<file path="src/rtl/device_address_table_macros.svh">
// ----------------------------------------------------------------------------
// device address table assertion macros
// concurrent assertion wrappers, compiled out when ASSERT_OFF is defined
// ----------------------------------------------------------------------------
`ifndef DEVICE_ADDRESS_TABLE_MACROS_SVH
`define DEVICE_ADDRESS_TABLE_MACROS_SVH

`ifndef ASSERT_OFF
// condition must hold in the same cycle as the trigger
`define DAT_ASSERT_SAME(label, clk, rst_n, trig, cond) \
    label: assert property (@(posedge clk) disable iff (!rst_n) (trig) |-> (cond)) \
        else $error("device address table check failed");
// condition must hold in the cycle after the trigger
`define DAT_ASSERT_NEXT(label, clk, rst_n, trig, cond) \
    label: assert property (@(posedge clk) disable iff (!rst_n) (trig) |=> (cond)) \
        else $error("device address table check failed");
`else
`define DAT_ASSERT_SAME(label, clk, rst_n, trig, cond)
`define DAT_ASSERT_NEXT(label, clk, rst_n, trig, cond)
`endif

`endif

</file>
<file path="src/rtl/dat_pkg.sv">
// ----------------------------------------------------------------------------
// dat_pkg
// widths, codes, reset values and record types of the device address table
// ----------------------------------------------------------------------------
package dat_pkg;

    localparam int MAX_DEVICES = 16;
    localparam int IDX_W       = (MAX_DEVICES > 1) ? $clog2(MAX_DEVICES) : 1;
    localparam int FILL_W      = $clog2(MAX_DEVICES + 1);

    localparam int MAC_W       = 48;
    localparam int IP_W        = 32;
    localparam int HOST_W      = 8;
    localparam int PREFIX_W    = 24;
    localparam int KIND_W      = 2;
    localparam int STATUS_W    = 2;
    localparam int ENTRY_W     = 4;
    localparam int CFG_IDX_W   = 3;
    localparam int CFG_DATA_W  = 32;
    localparam int IN_DATA_W   = 80;
    localparam int OUT_DATA_W  = 152;

    // request kinds
    localparam logic [KIND_W-1:0] KIND_ADD     = 2'd0;
    localparam logic [KIND_W-1:0] KIND_ASSIGN  = 2'd1;
    localparam logic [KIND_W-1:0] KIND_FIND_MAC = 2'd2;
    localparam logic [KIND_W-1:0] KIND_FIND_IP = 2'd3;

    // result status
    localparam logic [STATUS_W-1:0] STAT_OK             = 2'd0;
    localparam logic [STATUS_W-1:0] STAT_NOT_FOUND      = 2'd1;
    localparam logic [STATUS_W-1:0] STAT_POOL_EXHAUSTED = 2'd2;
    localparam logic [STATUS_W-1:0] STAT_TABLE_FULL     = 2'd3;

    // configuration register indexes
    localparam logic [CFG_IDX_W-1:0] CFG_POOL_FIRST = 3'd0;
    localparam logic [CFG_IDX_W-1:0] CFG_POOL_LAST  = 3'd1;
    localparam logic [CFG_IDX_W-1:0] CFG_PREFIX     = 3'd2;
    localparam logic [CFG_IDX_W-1:0] CFG_GATEWAY    = 3'd3;
    localparam logic [CFG_IDX_W-1:0] CFG_SUBNET     = 3'd4;

    // reset values (192.168.1.x pool)
    localparam logic [HOST_W-1:0]   RST_FIRST_HOST = 8'd1;
    localparam logic [HOST_W-1:0]   RST_LAST_HOST  = 8'd254;
    localparam logic [PREFIX_W-1:0] RST_PREFIX     = 24'hC0A801;
    localparam logic [IP_W-1:0]     RST_GATEWAY    = 32'hC0A80107;
    localparam logic [IP_W-1:0]     RST_SUBNET     = 32'hFFFFFF00;

    // one table row
    typedef struct packed {
        logic [MAC_W-1:0] mac;
        logic [IP_W-1:0]  address;
        logic [IP_W-1:0]  subnet;
        logic [IP_W-1:0]  gateway;
    } row_t;

    // result word, status in the lowest bits
    typedef struct packed {
        logic                has_address;
        logic [IP_W-1:0]     gateway;
        logic [IP_W-1:0]     subnet;
        logic [IP_W-1:0]     address;
        logic [MAC_W-1:0]    mac;
        logic [ENTRY_W-1:0]  entry_index;
        logic [STATUS_W-1:0] status;
    } result_t;

endpackage

</file>
<file path="src/rtl/device_address_table.sv">
// ----------------------------------------------------------------------------
// device_address_table
// table of devices keyed by mac, with a pool address allocator and
// lookups by mac or by ip
// ----------------------------------------------------------------------------
//  channel   direction  handshake           content
//  s_*       in         s_tvalid/s_tready   tuser: kind; tdata: mac, ip_query
//  m_*       out        m_tvalid/m_tready   tdata: status .. out_has_address
//  cfg_*     in         cfg_wen             cfg_index, cfg_data
//
//  add, or a search of an empty table: no scan; search or assignment: the
//  entries are scanned newest first (up to 16), one table row read and one
//  shared compare per cycle
//  reset is asynchronous, active low; it clears the has-address bits and the
//  fill count and reloads the pool counter, but not the table rows
//  s_tready is high only while idle; a finished result waits while m_tready is low
// ----------------------------------------------------------------------------
`include "device_address_table_macros.svh"

module device_address_table
    import dat_pkg::*;
(
    input  logic                  clk,
    input  logic                  rst_n,
    // configuration writes
    input  logic                  cfg_wen,
    input  logic [CFG_IDX_W-1:0]  cfg_index,
    input  logic [CFG_DATA_W-1:0] cfg_data,
    // request stream
    input  logic                  s_tvalid,
    output logic                  s_tready,
    input  logic [IN_DATA_W-1:0]  s_tdata,   // mac[47:0], ip_query[79:48]
    input  logic [KIND_W-1:0]     s_tuser,   // kind[1:0]
    // result stream
    output logic                  m_tvalid,
    input  logic                  m_tready,
    output logic [OUT_DATA_W-1:0] m_tdata    // status[1:0], entry_index[5:2],
                                             // out_mac[53:6], out_address[85:54],
                                             // out_subnet[117:86],
                                             // out_gateway[149:118],
                                             // out_has_address[150], zero[151]
);

    // sequencer states
    localparam logic [1:0] ST_IDLE   = 2'd0;
    localparam logic [1:0] ST_FINISH = 2'd1;
    localparam logic [1:0] ST_SCAN   = 2'd2;

    logic [1:0]             state_reg, state_next;

    // latched request
    logic [KIND_W-1:0]      kind_reg;
    logic [MAC_W-1:0]       mac_reg;
    logic [IP_W-1:0]        ip_reg;

    // scan pointer: slot whose row sits in rd_row_reg
    logic [IDX_W-1:0]       idx_reg, idx_next;

    // table state
    logic [FILL_W-1:0]      fill_count_reg;
    logic [HOST_W-1:0]      next_host_reg;
    logic [MAX_DEVICES-1:0] has_reg;

    // configuration
    logic [HOST_W-1:0]      pool_last_reg;
    logic [PREFIX_W-1:0]    prefix_reg;
    logic [IP_W-1:0]        gateway_reg;
    logic [IP_W-1:0]        subnet_reg;

    // table memory
    row_t                   table_mem [MAX_DEVICES];
    row_t                   rd_row_reg;

    // output register
    result_t                out_reg;
    logic                   m_valid_reg;

    // sequencer controls
    logic                   accept;
    logic                   out_free;
    logic                   table_full;
    logic                   hit;
    logic                   scan_end;
    logic                   pool_room;
    logic [IDX_W-1:0]       last_slot;
    logic [IDX_W-1:0]       fill_slot;
    logic                   rd_en;
    logic [IDX_W-1:0]       rd_addr;
    logic                   wr_en;
    logic [IDX_W-1:0]       wr_addr;
    row_t                   wr_row;
    logic                   set_has;
    logic                   clr_has;
    logic                   fill_inc;
    logic                   host_step;
    logic                   res_load;
    result_t                res;

    assign s_tready   = (state_reg == ST_IDLE);
    assign accept     = s_tvalid && s_tready;
    assign out_free   = !m_valid_reg || m_tready;
    assign table_full = (fill_count_reg == FILL_W'(MAX_DEVICES));
    assign last_slot  = IDX_W'(fill_count_reg - FILL_W'(1));
    assign fill_slot  = IDX_W'(fill_count_reg);
    assign pool_room  = (next_host_reg < pool_last_reg);

    // the one comparator, shared by both kinds of search
    assign hit = (kind_reg == KIND_FIND_IP) ?
                 (has_reg[idx_reg] && (rd_row_reg.address == ip_reg)) :
                 (rd_row_reg.mac == mac_reg);

    // stop on a hit or after the oldest slot
    assign scan_end = hit || (idx_reg == '0);

    always_comb
    begin
        state_next = state_reg;
        idx_next   = idx_reg;
        rd_en      = 1'b0;
        rd_addr    = idx_reg - IDX_W'(1);
        wr_en      = 1'b0;
        wr_addr    = idx_reg;
        wr_row     = '0;
        set_has    = 1'b0;
        clr_has    = 1'b0;
        fill_inc   = 1'b0;
        host_step  = 1'b0;
        res_load   = 1'b0;
        res        = '0;

        case (state_reg)
            ST_IDLE:
            begin
                if (accept)
                begin
                    // fetch the newest row straight away
                    rd_en    = 1'b1;
                    rd_addr  = last_slot;
                    idx_next = last_slot;
                    if ((s_tuser == KIND_ADD) || (fill_count_reg == '0))
                        state_next = ST_FINISH;
                    else
                        state_next = ST_SCAN;
                end
            end

            ST_FINISH:
            begin
                // add, or a search of an empty table
                if (out_free)
                begin
                    res_load   = 1'b1;
                    state_next = ST_IDLE;
                    if (kind_reg == KIND_ADD)
                    begin
                        if (table_full)
                            res.status = STAT_TABLE_FULL;
                        else
                        begin
                            wr_en           = 1'b1;
                            wr_addr         = fill_slot;
                            wr_row.mac      = mac_reg;
                            clr_has         = 1'b1;
                            fill_inc        = 1'b1;
                            res.status      = STAT_OK;
                            res.entry_index = ENTRY_W'(fill_count_reg);
                            res.mac         = mac_reg;
                        end
                    end
                    else
                        res.status = STAT_NOT_FOUND;
                end
            end

            ST_SCAN:
            begin
                if (scan_end)
                begin
                    if (out_free)
                    begin
                        res_load   = 1'b1;
                        state_next = ST_IDLE;
                        if (!hit)
                            res.status = STAT_NOT_FOUND;
                        else
                        begin
                            res.status      = STAT_OK;
                            res.entry_index = ENTRY_W'(idx_reg);
                            res.mac         = rd_row_reg.mac;
                            res.address     = rd_row_reg.address;
                            res.subnet      = rd_row_reg.subnet;
                            res.gateway     = rd_row_reg.gateway;
                            res.has_address = has_reg[idx_reg];
                            if (kind_reg == KIND_ASSIGN)
                            begin
                                if (pool_room)
                                begin
                                    wr_en           = 1'b1;
                                    wr_row.mac      = rd_row_reg.mac;
                                    wr_row.address  = {prefix_reg, next_host_reg};
                                    wr_row.subnet   = subnet_reg;
                                    wr_row.gateway  = gateway_reg;
                                    set_has         = 1'b1;
                                    host_step       = 1'b1;
                                    res.address     = {prefix_reg, next_host_reg};
                                    res.subnet      = subnet_reg;
                                    res.gateway     = gateway_reg;
                                    res.has_address = 1'b1;
                                end
                                else
                                    res.status = STAT_POOL_EXHAUSTED;
                            end
                        end
                    end
                end
                else
                begin
                    // step to the next older slot
                    rd_en    = 1'b1;
                    idx_next = idx_reg - IDX_W'(1);
                end
            end

            default:
            begin
                state_next = ST_IDLE;
            end
        endcase
    end

    // table memory, one write and one registered read port
    always_ff @(posedge clk)
    begin
        if (wr_en)
            table_mem[wr_addr] <= wr_row;
        if (rd_en)
            rd_row_reg <= table_mem[rd_addr];
    end

    // payload registers
    always_ff @(posedge clk)
    begin
        if (accept)
        begin
            kind_reg <= s_tuser;
            mac_reg  <= s_tdata[MAC_W-1:0];
            ip_reg   <= s_tdata[MAC_W+IP_W-1:MAC_W];
        end
        idx_reg <= idx_next;
        if (res_load)
            out_reg <= res;
    end

    // control state and configuration
    always_ff @(posedge clk or negedge rst_n)
    begin
        if (!rst_n)
        begin
            state_reg      <= ST_IDLE;
            m_valid_reg    <= 1'b0;
            fill_count_reg <= '0;
            next_host_reg  <= RST_FIRST_HOST;
            has_reg        <= '0;
            pool_last_reg  <= RST_LAST_HOST;
            prefix_reg     <= RST_PREFIX;
            gateway_reg    <= RST_GATEWAY;
            subnet_reg     <= RST_SUBNET;
        end
        else
        begin
            state_reg <= state_next;

            if (res_load)
                m_valid_reg <= 1'b1;
            else if (m_tready)
                m_valid_reg <= 1'b0;

            if (fill_inc)
                fill_count_reg <= fill_count_reg + FILL_W'(1);
            if (set_has)
                has_reg[idx_reg] <= 1'b1;
            if (clr_has)
                has_reg[fill_slot] <= 1'b0;
            if (host_step)
                next_host_reg <= next_host_reg + HOST_W'(1);

            if (cfg_wen)
            begin
                case (cfg_index)
                    CFG_POOL_FIRST: next_host_reg <= cfg_data[HOST_W-1:0];
                    CFG_POOL_LAST:  pool_last_reg <= cfg_data[HOST_W-1:0];
                    CFG_PREFIX:     prefix_reg    <= cfg_data[PREFIX_W-1:0];
                    CFG_GATEWAY:    gateway_reg   <= cfg_data[IP_W-1:0];
                    CFG_SUBNET:     subnet_reg    <= cfg_data[IP_W-1:0];
                    default:        ;
                endcase
            end
        end
    end

    assign m_tvalid = m_valid_reg;
    assign m_tdata  = {1'b0, out_reg};

    // the fill count never passes the table depth
    `DAT_ASSERT_SAME(a_fill_bound, clk, rst_n, 1'b1, fill_count_reg <= FILL_W'(MAX_DEVICES))

    // a successful add grows the table by exactly one slot
    `DAT_ASSERT_NEXT(a_add_grows, clk, rst_n, fill_inc, fill_count_reg == $past(fill_count_reg) + FILL_W'(1))

    // a successful assignment steps the pool counter by one
    `DAT_ASSERT_NEXT(a_host_step, clk, rst_n, host_step && !cfg_wen, next_host_reg == $past(next_host_reg) + HOST_W'(1))

    // a result is only loaded while the sequencer is busy
    `DAT_ASSERT_SAME(a_load_busy, clk, rst_n, res_load, !s_tready)

endmodule
</file>
<file path="config.mk">
export PLATFORM = sky130hd
export DESIGN_NAME = device_address_table
export DESIGN_NICKNAME = d
export VERILOG_FILES = /design/src/rtl/dat_pkg.sv /design/src/rtl/device_address_table.sv
export VERILOG_INCLUDE_DIRS = /design/src /design/src/rtl
export SDC_FILE = /design/constraint.sdc
export NUM_CORES = 2
export LEC_CHECK = 0
export ABC_AREA = 1
export BUFFER_PORTS_ARGS = -buffer_cell sky130_fd_sc_hd__buf_2
export CORE_MARGIN = 10
export CORE_UTILIZATION = 45
export DETAILED_ROUTE_END_ITERATION = 8
export SYNTH_ARGS = -nofsm -noshare
export SYNTH_HDL_FRONTEND = slang
export SYNTH_SLANG_ARGS = --single-unit
</file>
<file path="constraint.sdc">
create_clock -name clk -period 10.2 [get_ports clk]
set_input_delay 1.53 -clock clk [delete_from_list [all_inputs] [get_ports clk]]
set_output_delay 1.53 -clock clk [all_outputs]
set_load 0.01 [all_outputs]
</file>
### Yosys cells after proc, flatten, opt, wreduce, memory -nomap -nowiden

Memory sizes are Yosys's and may differ from the RTL's. A register that Yosys moved wholly into a read port is not among the register bits.
Cells that the tools add are included.
Widths: inputs -> output; s select.

* $add $sub $neg: 4
* order comparisons: 5
* equal/unequal tests: 14
* mux-type cells: 71
* bitwise gates (word level): 3
* reduce and logical (&&, ||, !) cells: 23

Operators by type and width (number)
* $mux 144: 5
* $mux 97: 2
* $mux 54: 3
* $mux 52: 3
* $mux 48: 3
* $pmux 54 s2: 1
* $mux 96: 1
* $pmux 48 s2: 1
* $eq 48x48->1: 1
* $eq 32x32->1: 1
* $mux 16: 2
* $mux 4: 8
* $mux 8: 3
* $mux 1: 22
* $mux 2: 9
* $and 16x16->16: 1
* $not 16->16: 1
* $or 16x16->16: 1
* $lt 4x5->1 const B: 2
* $reduce_and 2->1: 5
* $add 8x1->8 const B: 1
* $demux 1 s4: 2
* $ge 4x1->1 const B: 2
* $lt 8x8->1: 1
* other kinds (24): 39

* register bits after elaboration: 365
* RAM bits: 2304
* logic and storage cells: 141
* memories kept: 1

Memories
* table_mem: words 16, bits a word 144, rd ports 1, clocked after Yosys merged registers in 1, wr ports 1, line device_address_table.sv:71 `row_t table_mem [MAX_DEVICES];`

### Depth between registers and ports, before layout

* depth in word-level cells: 11
* depth in mapped cells: 19

### Worst setup path before layout

No wires, ideal clock.

* path type: input-to-reg
* start: in m_tready
* end: reg m_valid_reg, in the netlist m_tvalid
* arrival time: 9.737 ns
* required time: 10.088 ns
* setup slack: 0.351 ns
* cell stages on the path: 5
* cell sequence: nor2_1 -> nor2_1 -> inv_1 -> a21oi_1 -> or2_2

* cells in the longest elaborated chain, start to end: 5
* elaborated cells on any way between the ends: 6

Ends and longest elaborated chain
* start, declared: line device_address_table.sv:36 `input logic m_tready,`
* $logic_or 1x1->1 (*): line device_address_table.sv:101 `assign out_free = !m_valid_reg || m_tready;`
* $mux 1 (*): line device_address_table.sv:150, device_address_table.sv:179
* $mux 1: line device_address_table.sv:177 `if (scan_end)`
* $pmux 1 s2 (*): line device_address_table.sv:131 `case (state_reg)`
* named net res_load: line device_address_table.sv:96 `logic res_load;`
* $mux 1 / $reduce_bool 2->1 (equally long branches)
* end signal, assigned: line device_address_table.sv:260 `m_valid_reg <= 1'b0;`
* end signal, assigned: line device_address_table.sv:274 `m_valid_reg <= 1'b1;`
* end signal, assigned: line device_address_table.sv:276 `m_valid_reg <= 1'b0;`
* end, declared: line device_address_table.sv:76 `logic m_valid_reg;`

Mark *: on every way through the listed nets, which the timed path passes. The rest lies on a longest branch.
A chain may end at the register's enable or synchronous reset.

### Worst setup path in the final report

* start: reg rd_row_reg[94] (netlist name)
* end: mem table_mem[13][57] in the netlist's numbering, enable pin

* cells in the longest elaborated chain, start to end: 9
* elaborated cells on any way between the ends: 10

Ends and longest elaborated chain
* $eq 32x32->1 (*): line device_address_table.sv:109 `(has_reg[idx_reg] && (rd_row_reg.address == ip_reg)) :`
* $logic_and 1x1->1 (*): line device_address_table.sv:109
* $mux 1 (*): line device_address_table.sv:108 `assign hit = (kind_reg == KIND_FIND_IP) ?`
* $mux 1: line device_address_table.sv:183 `if (!hit)`
* $mux 1: line device_address_table.sv:179 `if (out_free)`
* $mux 1 (*): line device_address_table.sv:177
* $pmux 1 s2 (*): line device_address_table.sv:131
* $mux 1 (*): line device_address_table.sv:234 `if (wr_en)`
* $mux 1 (not written as such) (*): line device_address_table.sv:235 `table_mem[wr_addr] <= wr_row;`
* end, declared: line device_address_table.sv:71

Every way passes the cells marked *; elsewhere a longest branch is shown, timed or not.

==> metrics.cfg <==
[power_and_ir_drop]
p_sw_share_pct = 37.97
p_int_w = 0.02301
peakVddDrop_uv = 426.2
seq_power_share_pct = 38.0
power.switching_w = 0.01409
power.leakage_nw = 36.41
power_density_mw_per_mm2 = 297.9
p_comb_share_pct = 33.3
power.share.clock_pct = 28.7

[logic_synthesis]
synth.top_cells.by_area = edfxtp_1, o21ai_0, nor2_1, o22ai_1, dfrtp_1
synth_fp_nets = 8608
yosys_warnings = 0
ys_ff_latch = 2813
synth_area_mm2 = 0.1105
synth_cells = 8467
syn_avg_cell_area_um2 = 13.05
synth-seq-area-share_pct = 75.94
synth.largest_area_cell = edfxtp_1
synth_cell_types = 38
synthDominantCellAreaShare_pct = 72.99

[setup_path]
critPathMaxFanout = 47
path_class = register to register
crit_path_start = rd_row_reg[94]
required_ns = 10.75
startpoint_type = register
timing.critical_path.arrival_ns = 6.44
reg2reg_to = table_mem[13][57]
cp_slowest_cell = nor2_4
reg2reg_from = rd_row_reg[94]
worstPathCellList = nand2_1 -> o21ai_0 -> nor2_1 -> nand2_1 -> nor2_1 -> nand2_1 -> nor2_1 -> nand3_2 -> nand2_4 -> nand4_4 -> buf_4 -> a21oi_1 -> nand2_1 -> nor2_4 -> buf_4
r2r_cells = 15
slowest_delay_ns = 1.01
end_kind = register
endpoint = table_mem[13][57]
crit_path_frequent_cell = nand2_1
rrSetupSlack_ns = 4.31

[route]
top_layer_used = met4
dr_wl_met3_mm = 30.81
wl_per_cell_um = 27.11
drt_wl_total_mm = 326.7
vias = 72040
avgViaCountPerCell = 5.978
drcViolationCount = 0
ant_nets = 0
drtPass1Iterations = 6
drtIter0Drc = 9360
routed-wl-met2_mm = 146.8
wl_met1_mm = 137.4

[die]
die_h_um = 515.5
design.portCount = 276
coreArea_mm2 = 0.2437
start_util_pct = 45.33
placementRows = 181
die_w_um = 515.5
fp.dieArea_mm2 = 0.2657

[global_route]
antenna_found_initial = 19
grt_pass1_wl_mm = 471.5
grt_pass1_vias = 68120
track_usage_pct = 23.70
overflow = 0
grt_max_degree = 213

[cts]
clk_latency_ns = 0.97
h-tree-depth = 5
cts_buffers = 305
ctsHoldBuffers = 0
cts.sinks = 2813
cts_buffer_depth = 4
cts_resized = 0
clkTransAtPathRegs_ns = 0.06
cts_tree = built
cts_setup_buffers = 0
root_buffer = clkbuf_16

[sta]
hold_viol = 0
timing.hold.ws_ns = 0.4865
tns_ns = 0
slew_viol_final = 0
fmax_mhz = 169.7
period_share_pct = 57.77
finClkSkew_ns = 0.08316
finalSetupViolations = 0
relSlewSlack_pct = 2.236
rsz0062_at_grt = no
worst_slew_pin_slew_ns = 1.466
period_minus_slack_ns = 5.893

[job]
maxCapViolations = 0

[outcome]
status = completed

[final_layout]
synthToLayoutAreaGrowth_pct = 12.75
nNetsFinal = 8753
largest_reg_flops = 2304
fillers = 20590
drive_above_1_share_pct = 10.56

[placed_design]
numPortBuffers = 274
place.gp.congestion = 0.8768
dp.final_hpwl_mm = 171.4

[min_path]
hold_path.class = register to register

[Yosys cell counts (all sizes together)]
library cell	count
clkbuf	442
o22ai	543
inv	292
xor2	21
ha	19
o211ai	41
o21ai	1643
nand3	125
conb	1
xnor2	20
or2	1
nor3	17
o221ai	128
dfrtp	81
edfxtp	2685
nor2	1580
a211oi	1
nand3b	3
nand2	497
o21a	14
nand4	21
clkinv	1
dfstp	47
a21oi	103
buf	129
o21bai	12
[critical path: cells and delay by family, from the launching register on]
family	cells	cell delay, ns
AO/OA/AOI/OAI	2	0.72
buffers and inverters	2	1.26
AND/OR/NAND/NOR	11	3.03
flip-flops	1	0.43
[power groups by stage]
stage,clock (W),sequential (W),combinational (W)
finish,0.0106,0.0141,0.0124
global route,0.0112,0.0141,0.0135
floorplan,0,0.0142,0.00798
detailed placement,0,0.0143,0.0122
CTS,0.0108,0.0141,0.0123
global placement,0,0.0143,0.0121
[stage by stage]
| stage | area [um^2] | cells | util, % | setup slack [ns] | power, W |
|---|---|---|---|---|---|
| global placement | 115100 | 11510 | 47.22 | 4.094 | 0.02638 |
| global route | 124500 | 12040 | 51.11 | 3.978 | 0.03887 |
| floorplan | 110500 | 8467 | - | 0.3509 | 0.02217 |
| finish | 124600 | 12050 | 51.11 | 4.307 | 0.03710 |
| CTS | 124500 | 12040 | 51.10 | 4.244 | 0.03713 |
| detailed placement | 115100 | 11510 | 47.22 | 4.052 | 0.02652 |
[how the worst min path moves through the flow]
stage / from / end / slack (ns) / cells past startpoint
after floorplan: gateway_reg[10] / gateway_reg[10] / 0.45 / 2
after global placement: prefix_reg[7] / prefix_reg[7] / 0.47 / 2
after detailed placement: prefix_reg[8] / prefix_reg[8] / 0.47 / 2
after CTS: prefix_reg[7] / prefix_reg[7] / 0.49 / 2
after global routing: subnet_reg[23] / subnet_reg[23] / 0.50 / 2
final: subnet_reg[7] / subnet_reg[7] / 0.49 / 2
[layout by cell type (no fill, tap or decap), types with 14 or more instances in the layout]
| cell | synthesis | layout |
|---|---|---|
| o21ai_1 | 57 | 54 |
| buf_12 | 0 | 19 |
| a21oi_1 | 95 | 84 |
| clkbuf_16 | 0 | 312 |
| nor3_1 | 16 | 16 |
| o21ai_0 | 1586 | 1585 |
| nand3_1 | 124 | 121 |
| clkbuf_1 | 442 | 75 |
| dfstp_2 | 47 | 47 |
| edfxtp_1 | 2685 | 2685 |
| nand2_1 | 486 | 485 |
| xor2_1 | 21 | 21 |
| o221ai_1 | 128 | 128 |
| o211ai_1 | 41 | 41 |
| clkinv_1 | 1 | 52 |
| nor2_4 | 1 | 18 |
| a21oi_2 | 8 | 18 |
| o22ai_1 | 543 | 543 |
| xnor2_1 | 20 | 20 |
| nor2_1 | 1579 | 1562 |
| bufinv_16 | 0 | 23 |
| inv_1 | 286 | 281 |
| dfrtp_1 | 81 | 81 |
| clkinv_2 | 0 | 47 |
| ha_1 | 19 | 19 |
| buf_2 | 95 | 273 |
| nand4_1 | 20 | 20 |
| o21a_1 | 14 | 14 |
| buf_4 | 10 | 116 |
[per-layer routing]
metal	GRT usage (%)	up-vias
met5	0	-
met4	8.290	0
met3	4.477	576
met2	36.10	3668
met1	34.18	36350
li1	-	31450
[layout make-up]
cell class                      instances  area (um^2)  share of cell area (%)
Sequential cell                      2813        83890                   67.35
Multi-Input combinational cell       4790        23400                   18.79
Clock buffer                          395         8199                   6.583
Tap cell                             3202         4006                   3.217
Timing Repair Buffer                  409         2629                   2.111
Clock inverter                        137         1271                   1.021
Inverter                              293         1130                  0.9071
Antenna cell                           12        30.03                 0.02411
[cells by family (layout without fill, tap and decap cells)]
group	count (synthesis)	in the layout	share of synthesized area (%)
fa+ha+maj	19	19	0.2152
buf+inv	864	1234	3.118
other cells	1	13	0.003395
compound gates	2485	2485	12.49
flops	2813	2813	75.94
simple gates	2244	2244	7.907
xor+xnor	41	41	0.3251
Note: power is estimated with default switching activity, not from simulation.
